<file path="src/rtl/core/pdr_pkg.sv">
// Shared types, constants and the multiply micro-program of the dead-reckoning integrator.
package pdr_pkg;

  localparam int WORD_W       = 32;
  localparam int FRAC_BITS    = 16;
  localparam int TS_W         = 24;
  localparam int TS2_W        = 2 * TS_W;
  localparam int OP_W         = WORD_W + 1;
  localparam int PROD_W       = 2 * OP_W;
  localparam int ACC_W        = PROD_W + TS_W - 8;
  localparam int CORDIC_STEPS = 16;
  localparam int ITER_W       = $clog2(CORDIC_STEPS);
  localparam int XY_W         = 34;
  localparam int ANG_W        = 35;
  localparam int REM_W        = 34;
  localparam int RED_STEPS    = 15;
  localparam int NUM_UOPS     = 14;

  localparam logic [TS_W-1:0] TS_RESET = 24'd167772;

  localparam longint Q30_TWOPI_L = 64'd6746518852;
  localparam int     RED_SH      = 30 - FRAC_BITS;
  localparam longint TWOPI_F_L   = (Q30_TWOPI_L + (64'd1 << (RED_SH - 1))) >> RED_SH;
  localparam longint RED_OFF_L   = (((64'd1 << (WORD_W - 1)) + TWOPI_F_L - 1) / TWOPI_F_L)
                                   * TWOPI_F_L;

  localparam logic [REM_W-1:0]        TWOPI_F    = REM_W'(TWOPI_F_L);
  localparam logic [REM_W-1:0]        RED_OFFSET = REM_W'(RED_OFF_L);
  localparam logic signed [ANG_W-1:0] Q30_PI     = 35'sd3373259426;
  localparam logic signed [ANG_W-1:0] Q30_HALFPI = 35'sd1686629713;
  localparam logic signed [ANG_W-1:0] Q30_TWOPI  = 35'sd6746518852;
  localparam logic signed [XY_W-1:0]  Q30_GAIN   = 34'sd652032874;

  localparam logic signed [WORD_W-1:0] WMAX = {1'b0, {(WORD_W-1){1'b1}}};
  localparam logic signed [WORD_W-1:0] WMIN = {1'b1, {(WORD_W-1){1'b0}}};

  typedef enum logic [4:0] {
    SRC_VX, SRC_VY, SRC_OM, SRC_T, SRC_P1, SRC_EPS, SRC_AX, SRC_AY, SRC_COS,
    SRC_SIN, SRC_TS, SRC_TS2L, SRC_TS2H, SRC_WX, SRC_WY, SRC_HD, SRC_NH
  } src_e;

  typedef enum logic [1:0] {SH_16, SH_24, SH_30, SH_49} shift_e;
  typedef enum logic [1:0] {CMB_PASS, CMB_ADD, CMB_SUB} comb_e;
  typedef enum logic [2:0] {
    DST_P1, DST_T, DST_NX, DST_NY, DST_NH, DST_NVX, DST_NVY, DST_NOM
  } dst_e;

  typedef struct packed {
    src_e   a;
    src_e   b;
    shift_e sh;
    logic   chain;
    logic   accum;
    logic   hi;
    src_e   x;
    comb_e  comb;
    dst_e   dst;
  } uop_t;

  typedef struct packed {
    logic              load;
    logic              reduce;
    logic              map;
    logic              fold;
    logic              rotate;
    logic              mul;
    logic              acc;
    logic              rnd;
    logic              sat;
    logic              cmb;
    logic              commit;
    logic [ITER_W-1:0] iter;
    uop_t              uop;
  } cmd_t;

  function automatic uop_t pdr_uop(logic [3:0] idx);
    uop_t u;
    u = '{a: SRC_VX, b: SRC_COS, sh: SH_30, chain: 1'b0, accum: 1'b0, hi: 1'b0,
          x: SRC_P1, comb: CMB_PASS, dst: DST_P1};
    unique case (idx)
      4'd0:  u = '{SRC_VX,  SRC_COS,  SH_30, 1'b0, 1'b0, 1'b0, SRC_P1, CMB_PASS, DST_P1};
      4'd1:  u = '{SRC_VY,  SRC_SIN,  SH_30, 1'b0, 1'b0, 1'b0, SRC_P1, CMB_SUB,  DST_T};
      4'd2:  u = '{SRC_T,   SRC_TS,   SH_24, 1'b0, 1'b0, 1'b0, SRC_WX, CMB_ADD,  DST_NX};
      4'd3:  u = '{SRC_VY,  SRC_COS,  SH_30, 1'b0, 1'b0, 1'b0, SRC_P1, CMB_PASS, DST_P1};
      4'd4:  u = '{SRC_VX,  SRC_SIN,  SH_30, 1'b0, 1'b0, 1'b0, SRC_P1, CMB_ADD,  DST_T};
      4'd5:  u = '{SRC_T,   SRC_TS,   SH_24, 1'b0, 1'b0, 1'b0, SRC_WY, CMB_ADD,  DST_NY};
      4'd6:  u = '{SRC_OM,  SRC_TS,   SH_24, 1'b0, 1'b0, 1'b0, SRC_HD, CMB_ADD,  DST_NH};
      4'd7:  u = '{SRC_EPS, SRC_TS2L, SH_49, 1'b1, 1'b0, 1'b0, SRC_NH, CMB_ADD,  DST_NH};
      4'd8:  u = '{SRC_EPS, SRC_TS2H, SH_49, 1'b0, 1'b1, 1'b1, SRC_NH, CMB_ADD,  DST_NH};
      4'd9:  u = '{SRC_OM,  SRC_VY,   SH_16, 1'b0, 1'b0, 1'b0, SRC_AX, CMB_ADD,  DST_T};
      4'd10: u = '{SRC_T,   SRC_TS,   SH_24, 1'b0, 1'b0, 1'b0, SRC_VX, CMB_ADD,  DST_NVX};
      4'd11: u = '{SRC_OM,  SRC_VX,   SH_16, 1'b0, 1'b0, 1'b0, SRC_AY, CMB_SUB,  DST_T};
      4'd12: u = '{SRC_T,   SRC_TS,   SH_24, 1'b0, 1'b0, 1'b0, SRC_VY, CMB_ADD,  DST_NVY};
      4'd13: u = '{SRC_EPS, SRC_TS,   SH_24, 1'b0, 1'b0, 1'b0, SRC_OM, CMB_ADD,  DST_NOM};
      default: u = u;
    endcase
    return u;
  endfunction

  function automatic logic signed [ANG_W-1:0] atan_q30(logic [ITER_W-1:0] i);
    logic signed [ANG_W-1:0] t;
    unique case (i)
      4'd0: t = 35'sd843314857;
      4'd1: t = 35'sd497837829;
      4'd2: t = 35'sd263043837;
      4'd3: t = 35'sd133525159;
      4'd4: t = 35'sd67021687;
      4'd5: t = 35'sd33543516;
      4'd6: t = 35'sd16775851;
      4'd7: t = 35'sd8388437;
      4'd8: t = 35'sd4194283;
      4'd9: t = 35'sd2097149;
      default: t = 35'sd1 <<< (6'd30 - {2'b00, i});
    endcase
    return t;
  endfunction

endpackage

</file>
<file path="src/rtl/core/pdr_ctrl.sv">
// Sequencer: heading reduction, CORDIC iterations and the multiply micro-program.
module pdr_ctrl (
  input  logic           clk_i,
  input  logic           rst_ni,
  input  logic           in_valid_i,
  output logic           in_ready_o,
  output logic           out_valid_o,
  input  logic           out_ready_i,
  output pdr_pkg::cmd_t  cmd_o
);

  typedef enum logic [10:0] {
    S_IDLE   = 11'b000_0000_0001,
    S_REDUCE = 11'b000_0000_0010,
    S_MAP    = 11'b000_0000_0100,
    S_FOLD   = 11'b000_0000_1000,
    S_CORDIC = 11'b000_0001_0000,
    S_MUL    = 11'b000_0010_0000,
    S_ACC    = 11'b000_0100_0000,
    S_RND    = 11'b000_1000_0000,
    S_SAT    = 11'b001_0000_0000,
    S_CMB    = 11'b010_0000_0000,
    S_COMMIT = 11'b100_0000_0000
  } state_e;

  state_e                     state_q, state_d;
  logic [3:0]                 op_q, op_d;
  logic [pdr_pkg::ITER_W-1:0] iter_q, iter_d;
  logic                       out_valid_q, out_valid_d;
  pdr_pkg::uop_t              uop;

  assign uop         = pdr_pkg::pdr_uop(op_q);
  assign in_ready_o  = (state_q == S_IDLE);
  assign out_valid_o = out_valid_q;

  always_comb begin
    state_d     = state_q;
    op_d        = op_q;
    iter_d      = '0;
    cmd_o       = '0;
    cmd_o.iter  = iter_q;
    cmd_o.uop   = uop;
    unique case (state_q)
      S_IDLE: begin
        if (in_valid_i) begin
          cmd_o.load = 1'b1;
          state_d    = S_REDUCE;
        end
      end
      S_REDUCE: begin
        cmd_o.reduce = 1'b1;
        if (iter_q == 4'(pdr_pkg::RED_STEPS - 1)) begin
          state_d = S_MAP;
        end else begin
          iter_d = iter_q + 4'd1;
        end
      end
      S_MAP: begin
        cmd_o.map = 1'b1;
        state_d   = S_FOLD;
      end
      S_FOLD: begin
        cmd_o.fold = 1'b1;
        state_d    = S_CORDIC;
      end
      S_CORDIC: begin
        cmd_o.rotate = 1'b1;
        if (iter_q == 4'(pdr_pkg::CORDIC_STEPS - 1)) begin
          op_d    = '0;
          state_d = S_MUL;
        end else begin
          iter_d = iter_q + 4'd1;
        end
      end
      S_MUL: begin
        cmd_o.mul = 1'b1;
        state_d   = S_ACC;
      end
      S_ACC: begin
        cmd_o.acc = 1'b1;
        if (uop.chain) begin
          op_d    = op_q + 4'd1;
          state_d = S_MUL;
        end else begin
          state_d = S_RND;
        end
      end
      S_RND: begin
        cmd_o.rnd = 1'b1;
        state_d   = S_SAT;
      end
      S_SAT: begin
        cmd_o.sat = 1'b1;
        state_d   = S_CMB;
      end
      S_CMB: begin
        cmd_o.cmb = 1'b1;
        if (op_q == 4'(pdr_pkg::NUM_UOPS - 1)) begin
          state_d = S_COMMIT;
        end else begin
          op_d    = op_q + 4'd1;
          state_d = S_MUL;
        end
      end
      S_COMMIT: begin
        // hold until the previous result has left
        if (!out_valid_q || out_ready_i) begin
          cmd_o.commit = 1'b1;
          state_d      = S_IDLE;
        end
      end
      default: state_d = S_IDLE;
    endcase
  end

  always_comb begin
    out_valid_d = out_valid_q;
    if (cmd_o.commit) begin
      out_valid_d = 1'b1;
    end else if (out_ready_i) begin
      out_valid_d = 1'b0;
    end
  end

  always_ff @(posedge clk_i or negedge rst_ni) begin
    if (!rst_ni) begin
      state_q     <= S_IDLE;
      op_q        <= '0;
      iter_q      <= '0;
      out_valid_q <= 1'b0;
    end else begin
      state_q     <= state_d;
      op_q        <= op_d;
      iter_q      <= iter_d;
      out_valid_q <= out_valid_d;
    end
  end

  a_commit_free: assert property (@(posedge clk_i) disable iff (!rst_ni)
    cmd_o.commit |-> (!out_valid_q || out_ready_i))
    else $error("commit while result still pending");

  a_valid_from_commit: assert property (@(posedge clk_i) disable iff (!rst_ni)
    $rose(out_valid_q) |-> $past(state_q == S_COMMIT))
    else $error("result valid without commit");

  a_accept_starts: assert property (@(posedge clk_i) disable iff (!rst_ni)
    (in_valid_i && in_ready_o) |=> (state_q == S_REDUCE && iter_q == '0))
    else $error("accepted transfer did not start reduction");

endmodule

</file>
<file path="config.mk">
export PLATFORM = sky130hd
export DESIGN_NAME = pdr_ctrl
export DESIGN_NICKNAME = d
export VERILOG_FILES = /design/src/rtl/core/pdr_pkg.sv /design/src/rtl/core/pdr_ctrl.sv
export SDC_FILE = /design/constraint.sdc
export NUM_CORES = 1
export LEC_CHECK = 0
export BUFFER_PORTS_ARGS = -buffer_cell sky130_fd_sc_hd__buf_2
export CAP_MARGIN = 20
export CORE_MARGIN = 3
export CORE_UTILIZATION = 52
export CTS_CLUSTER_DIAMETER = 80
export CTS_CLUSTER_SIZE = 30
export DETAILED_ROUTE_END_ITERATION = 6
export GPL_ROUTABILITY_DRIVEN = 0
export PLACE_DENSITY = 0.86
export RECOVER_POWER = 100
export SYNTH_ARGS = -nofsm -noshare
export SYNTH_HDL_FRONTEND = slang
export SYNTH_SLANG_ARGS = --single-unit
</file>
<file path="constraint.sdc">
create_clock -name clk_i -period 2.3 [get_ports clk_i]
set_input_delay 0.46 -clock clk_i [delete_from_list [all_inputs] [get_ports clk_i]]
set_output_delay 0.46 -clock clk_i [all_outputs]
set_load 0.01 [all_outputs]
</file>
### Word-level counts from Yosys, hierarchy flattened

Memories as Yosys holds them, arrays and structs flattened.
Cells that the tools add are included.

| storage, ports and cells | value |
|---|---|
| flip-flop bits (word level) | 20 |
| memory bits (read-only) | 352 |
| output and inout bits | 42 |
| memories kept | 1 |

| operators by class | value |
|---|---|
| add/subtract/negate cells | 2 |
| equal/unequal tests | 20 |
| muxes and demuxes | 29 |
| reduce and logical (&&, ||, !) cells | 6 |

Memory list:

| name | words | width | rd ports | clocked after Yosys merged registers in | write ports | line | text |
|---|---|---|---|---|---|---|---|
| (name not given) | 16 | 22 | 1 | 0 | 0 | pdr_pkg.sv:80 | `unique case (idx)` |

Operators with widths:

| operator | number |
|---|---|
| 11-bit one-hot mux with 11 select lines | 1 |
| 11-bit two-way mux | 5 |
| 4-bit two-way mux | 5 |
| 1-bit two-way mux | 15 |
| 4-bit == test, second input constant | 3 |
| 2-bit inequality test, second input constant | 6 |
| 4-bit one-hot mux with 3 select lines | 1 |
| 11-bit by 1-bit == test with 1-bit output, second input constant | 1 |
| 11-bit by 10-bit == test with 1-bit output, second input constant | 1 |
| 11-bit == test, second input constant | 1 |
| 11-bit by 2-bit == test with 1-bit output, second input constant | 1 |
| 11-bit by 3-bit == test with 1-bit output, second input constant | 1 |
| 11-bit by 4-bit == test with 1-bit output, second input constant | 1 |
| 11-bit by 5-bit == test with 1-bit output, second input constant | 1 |
| 11-bit by 6-bit == test with 1-bit output, second input constant | 1 |
| 11-bit by 7-bit == test with 1-bit output, second input constant | 1 |
| 11-bit by 8-bit == test with 1-bit output, second input constant | 1 |
| 11-bit by 9-bit == test with 1-bit output, second input constant | 1 |
| 4-bit by 1-bit adder with 4-bit output, second input constant | 2 |
| 8-bit two-way mux | 1 |
| 4-bit one-hot mux with 2 select lines | 1 |
| 4-bit AND reduction | 2 |
| 3-bit nonzero test | 1 |
| 2-bit nonzero test | 1 |
| other kinds (2) | 2 |

### Depth between registers and ports, before layout

| logic depth | value |
|---|---|
| depth after elaboration | 5 |
| mapped depth | 8 |

### Worst setup path before layout

OpenSTA, ideal clock, no wires.

| timing | value |
|---|---|
| path type | register to output |
| start | register state_q[5] |
| end | output port cmd_o[39] in the netlist's numbering |
| arrival | 1.683 ns |
| required time | 1.840 ns |
| path slack | 0.157 ns |
| cell stages (with the launch flop) | 7 |
| cells stage by stage | dfrtp_1 > buf_2 > nor4_4 > nand2_1 > nor3_1 > nand2_1 > inv_1 |

RTL lines:

| item | line | text |
|---|---|---|
| start, declared | pdr_ctrl.sv:26 | `state_e state_q, state_d;` |
| start signal, assigned | pdr_ctrl.sv:132 | `state_q <= state_d;` |
| end, declared | pdr_ctrl.sv:9 | `output pdr_pkg::cmd_t cmd_o` |

==> flow_summary.yaml <==
run_status:
  run_status: "complete, but fails checks"
  violations: "setup timing"
global_route:
  antenna_found_initial: 0
  grt-ovfl-total: 0
  grt_start_max_net_pins: 21
  grt_pass1_vias: 1542
  groute.usage.overall_pct: 22.3
  grt_first_pass_wirelength_um: 7130
placement:
  dp.final_hpwl_um: 2970
  io_buffer_count: 42
  placement.setup.worst_slack_ns: 0.251
cts:
  clkSinkCount: 20
  tritoncts_clock_tree: "yes"
  htreeDepth: 1
  worstSkewPairLatency_ns: 0.32
  cts_hold_repair.buffers: 0
  path_clk_slew_ns: 0.12
  numCtsBuffers: 3
  clk_root_buffer_cell: "clkbuf_4"
  cts-root-to-sink-buffers: 2
route:
  detailedRoute.firstPassIterationCount: 4
  detail_route.iter0.violations: 85
  antenna_violating_nets_post_route: 0
  num_vias: 1696
  route.detailed.vias_per_inst: 5.63
  route.detailed.wl_per_inst_um: 16.0
  detail_route.wirelength_um: 4810
  remaining_drc_errors: 0
logic_synthesis:
  netlist-cell-type-count: 49
  synth_warnings: 0
  mappedNetlistArea_um2: 1660
  synth_flop_cell: "dfrtp_1"
  synth_largest_area_cell: "dfrtp_1"
  synth.ff_latch_count: 20
  synth_edf_count: 0
  seq_area_frac_synth_pct: 30.2
  most_frequent_cell_after_synthesis: "nand2_1"
  post_synth_main_area_contributors: "dfrtp_1, ha_1, nand2_1, buf_4, nor2_1"
  synth_top_cell_area_share_pct: 28.6
  synth_common_cells: "nand2_1, dfrtp_1, nor2_1"
  synthesis.area_per_instance_um2: 8.32
  syn_inst: 200
  synth-async-reset-ratio_pct: 100
critical_path:
  timing.setup.critical_path_class: "flop to primary output"
  worstPathRequired_ns: 1.84
  crit_chain: "nor4_4 -> buf_4 -> nand2_4 -> nor4b_4 -> buf_2"
  path_max_fanout: 8
  cp_slowest_stage_delay_ns: 0.45
  setup.worst_path.start_class: "flop"
  worst_ep_arrival_ns: 1.85
  r2r_setup_slack_ns: 0.28
  setup.worst_path.end_class: "primary output"
  crit_path_top_delay_cell: "dfstp_2"
timing:
  worst-slew-pin-transition_ns: 1.11
  slew_viol_final: 0
  layout_worst_path_cycle_share_pct: 101
  grt_setup_unrepaired: "yes"
  hold_violations: 0
  timing.clock.skew_ns: 0.00424
  setup_viol_count_final: 1
  max_slew_margin_pct: 26.3
  period_needed_ns: 2.31
  fmaxAchievable_ghz: 0.432
  postLayoutSetupSlackWorst_ns: -0.0137
run:
  number_of_maximum_capacitance_constraint_violations: 0
floorplanning:
  die-height_um: 62.6
  initial_core_util_pct: 57.4
  design.portCount: 46
  row_count: 19
  floorplan.die_area_um2: 3920
  core_um2: 2900
  floorplan.die.width_um: 62.6
pwr:
  totalPowerFinal_mw: 1.42
  ir_worst_vdd_mv: 0.351
  cellPowerDensity_nw_per_um2: 632
  leakage_nw: 1.09
finish:
  antenna-diode-count: 0
  layout_area_overhead_pct: 34.5
  drive_gt1_share_pct: 41.7
  nets: 274
min_path:
  worstHoldPathType: "input pin to async pin"
[flip-flops by register name, summed over array words and instances, names as in the netlist]
signal,flops
op_q,4
out_valid_o,1
state_q,11
iter_q,4
[cells in the final DEF (no fill, tap or decap), types with 2 or more instances in the layout]
cell type and instances:
clkbuf_4 3, a211oi_1 2, o21ai_0 11, nand2b_1 3, ha_2 2, nor2_1 14, nor4_2 2, ha_1 7
clkbuf_1 6, nor4_4 3, o31ai_1 4, o22ai_1 3, nor4b_2 2, nand2_2 2, xor2_1 4, nor4b_1 4
a31oi_1 2, buf_2 36, mux2i_1 4, buf_4 30, inv_1 12, and3_4 3, nor3_1 3, nand3_1 6
inv_2 2, a21oi_1 7, a21o_1 3, nor4_1 2, conb_1 3, nand4_1 5, dfrtp_2 8, or3_1 2
dfrtp_1 11, nand2_1 19
[kinds of logic after synthesis]
kind of cell               synth area share, %
AOI/OAI and AO/OA                         16.1
xor gates and xnor gates                  2.63
adders and majority gates                 7.52
buffers and inverters                     10.5
DFF                                       30.2
muxes                                     2.41
other                                    0.225
and+or+nand+nor                           30.5
[area by class of cell]
cell class / instances / area (um^2)
sequential: 20 / 512
clock buffer: 3 / 22.5
tap: 42 / 52.6
timing repair buffer: 74 / 459
clock inverter: 1 / 30.0
fill: 219 / 662
multi-input combinational: 147 / 1110
inverter: 14 / 52.6
[timing repair]
action | 4_1_cts | 5_1_grt
setup endpoints to repair | 6 | 17
buffers inserted | 6 | 15
pin swaps | 2 | 8
resized for setup | 9 | 26
hold endpoints to repair | 0 | 0
[worst paths after layout]
check                      startpoint    endpoint  cells after the start
setup / recovery           state_q[0]   cmd_o[31]                      5
hold / removal                 rst_ni  state_q[8]                      1
setup reg to reg           state_q[0]     op_q[3]                      8
hold reg to reg             iter_q[0]   iter_q[0]                      1
max in group asynchronous      rst_ni     op_q[3]                      1
min in group clk_i         in_valid_i  state_q[0]                      2
[routing by layer]
layer	wire, um	GRT usage, %
met5	0	0
met4	92	7.99
met3	180	4.50
met2	2440	36.6
met1	2090	29.0
[power by group]
group          internal (mW)  switching, mW
clock                  0.176          0.119
sequential             0.394         0.0670
combinational          0.316          0.343
total                  0.886          0.529
[critical path, delay by kind of cell, from the launching register on]
kind / cells / cell delay (ns)
AND/OR/NAND/NOR: 3 / 0.72
buffers and inverters: 2 / 0.38
flip-flops: 1 / 0.45
[metrics by stage]
step,cells,cell area (um^2),utilization [%],hold slack [ns],setup TNS [ns]
final,301,2240,77.2,0.307,-0.0137
after detailed placement,276,1900,65.4,0.430,0
after floorplan,202,1670,-,0.164,0
after global routing,301,2240,77.2,0.305,-0.430
after global placement,276,1900,65.4,0.425,0
after CTS,286,2020,69.7,0.0860,0
Power figures use the tool's default switching activity.
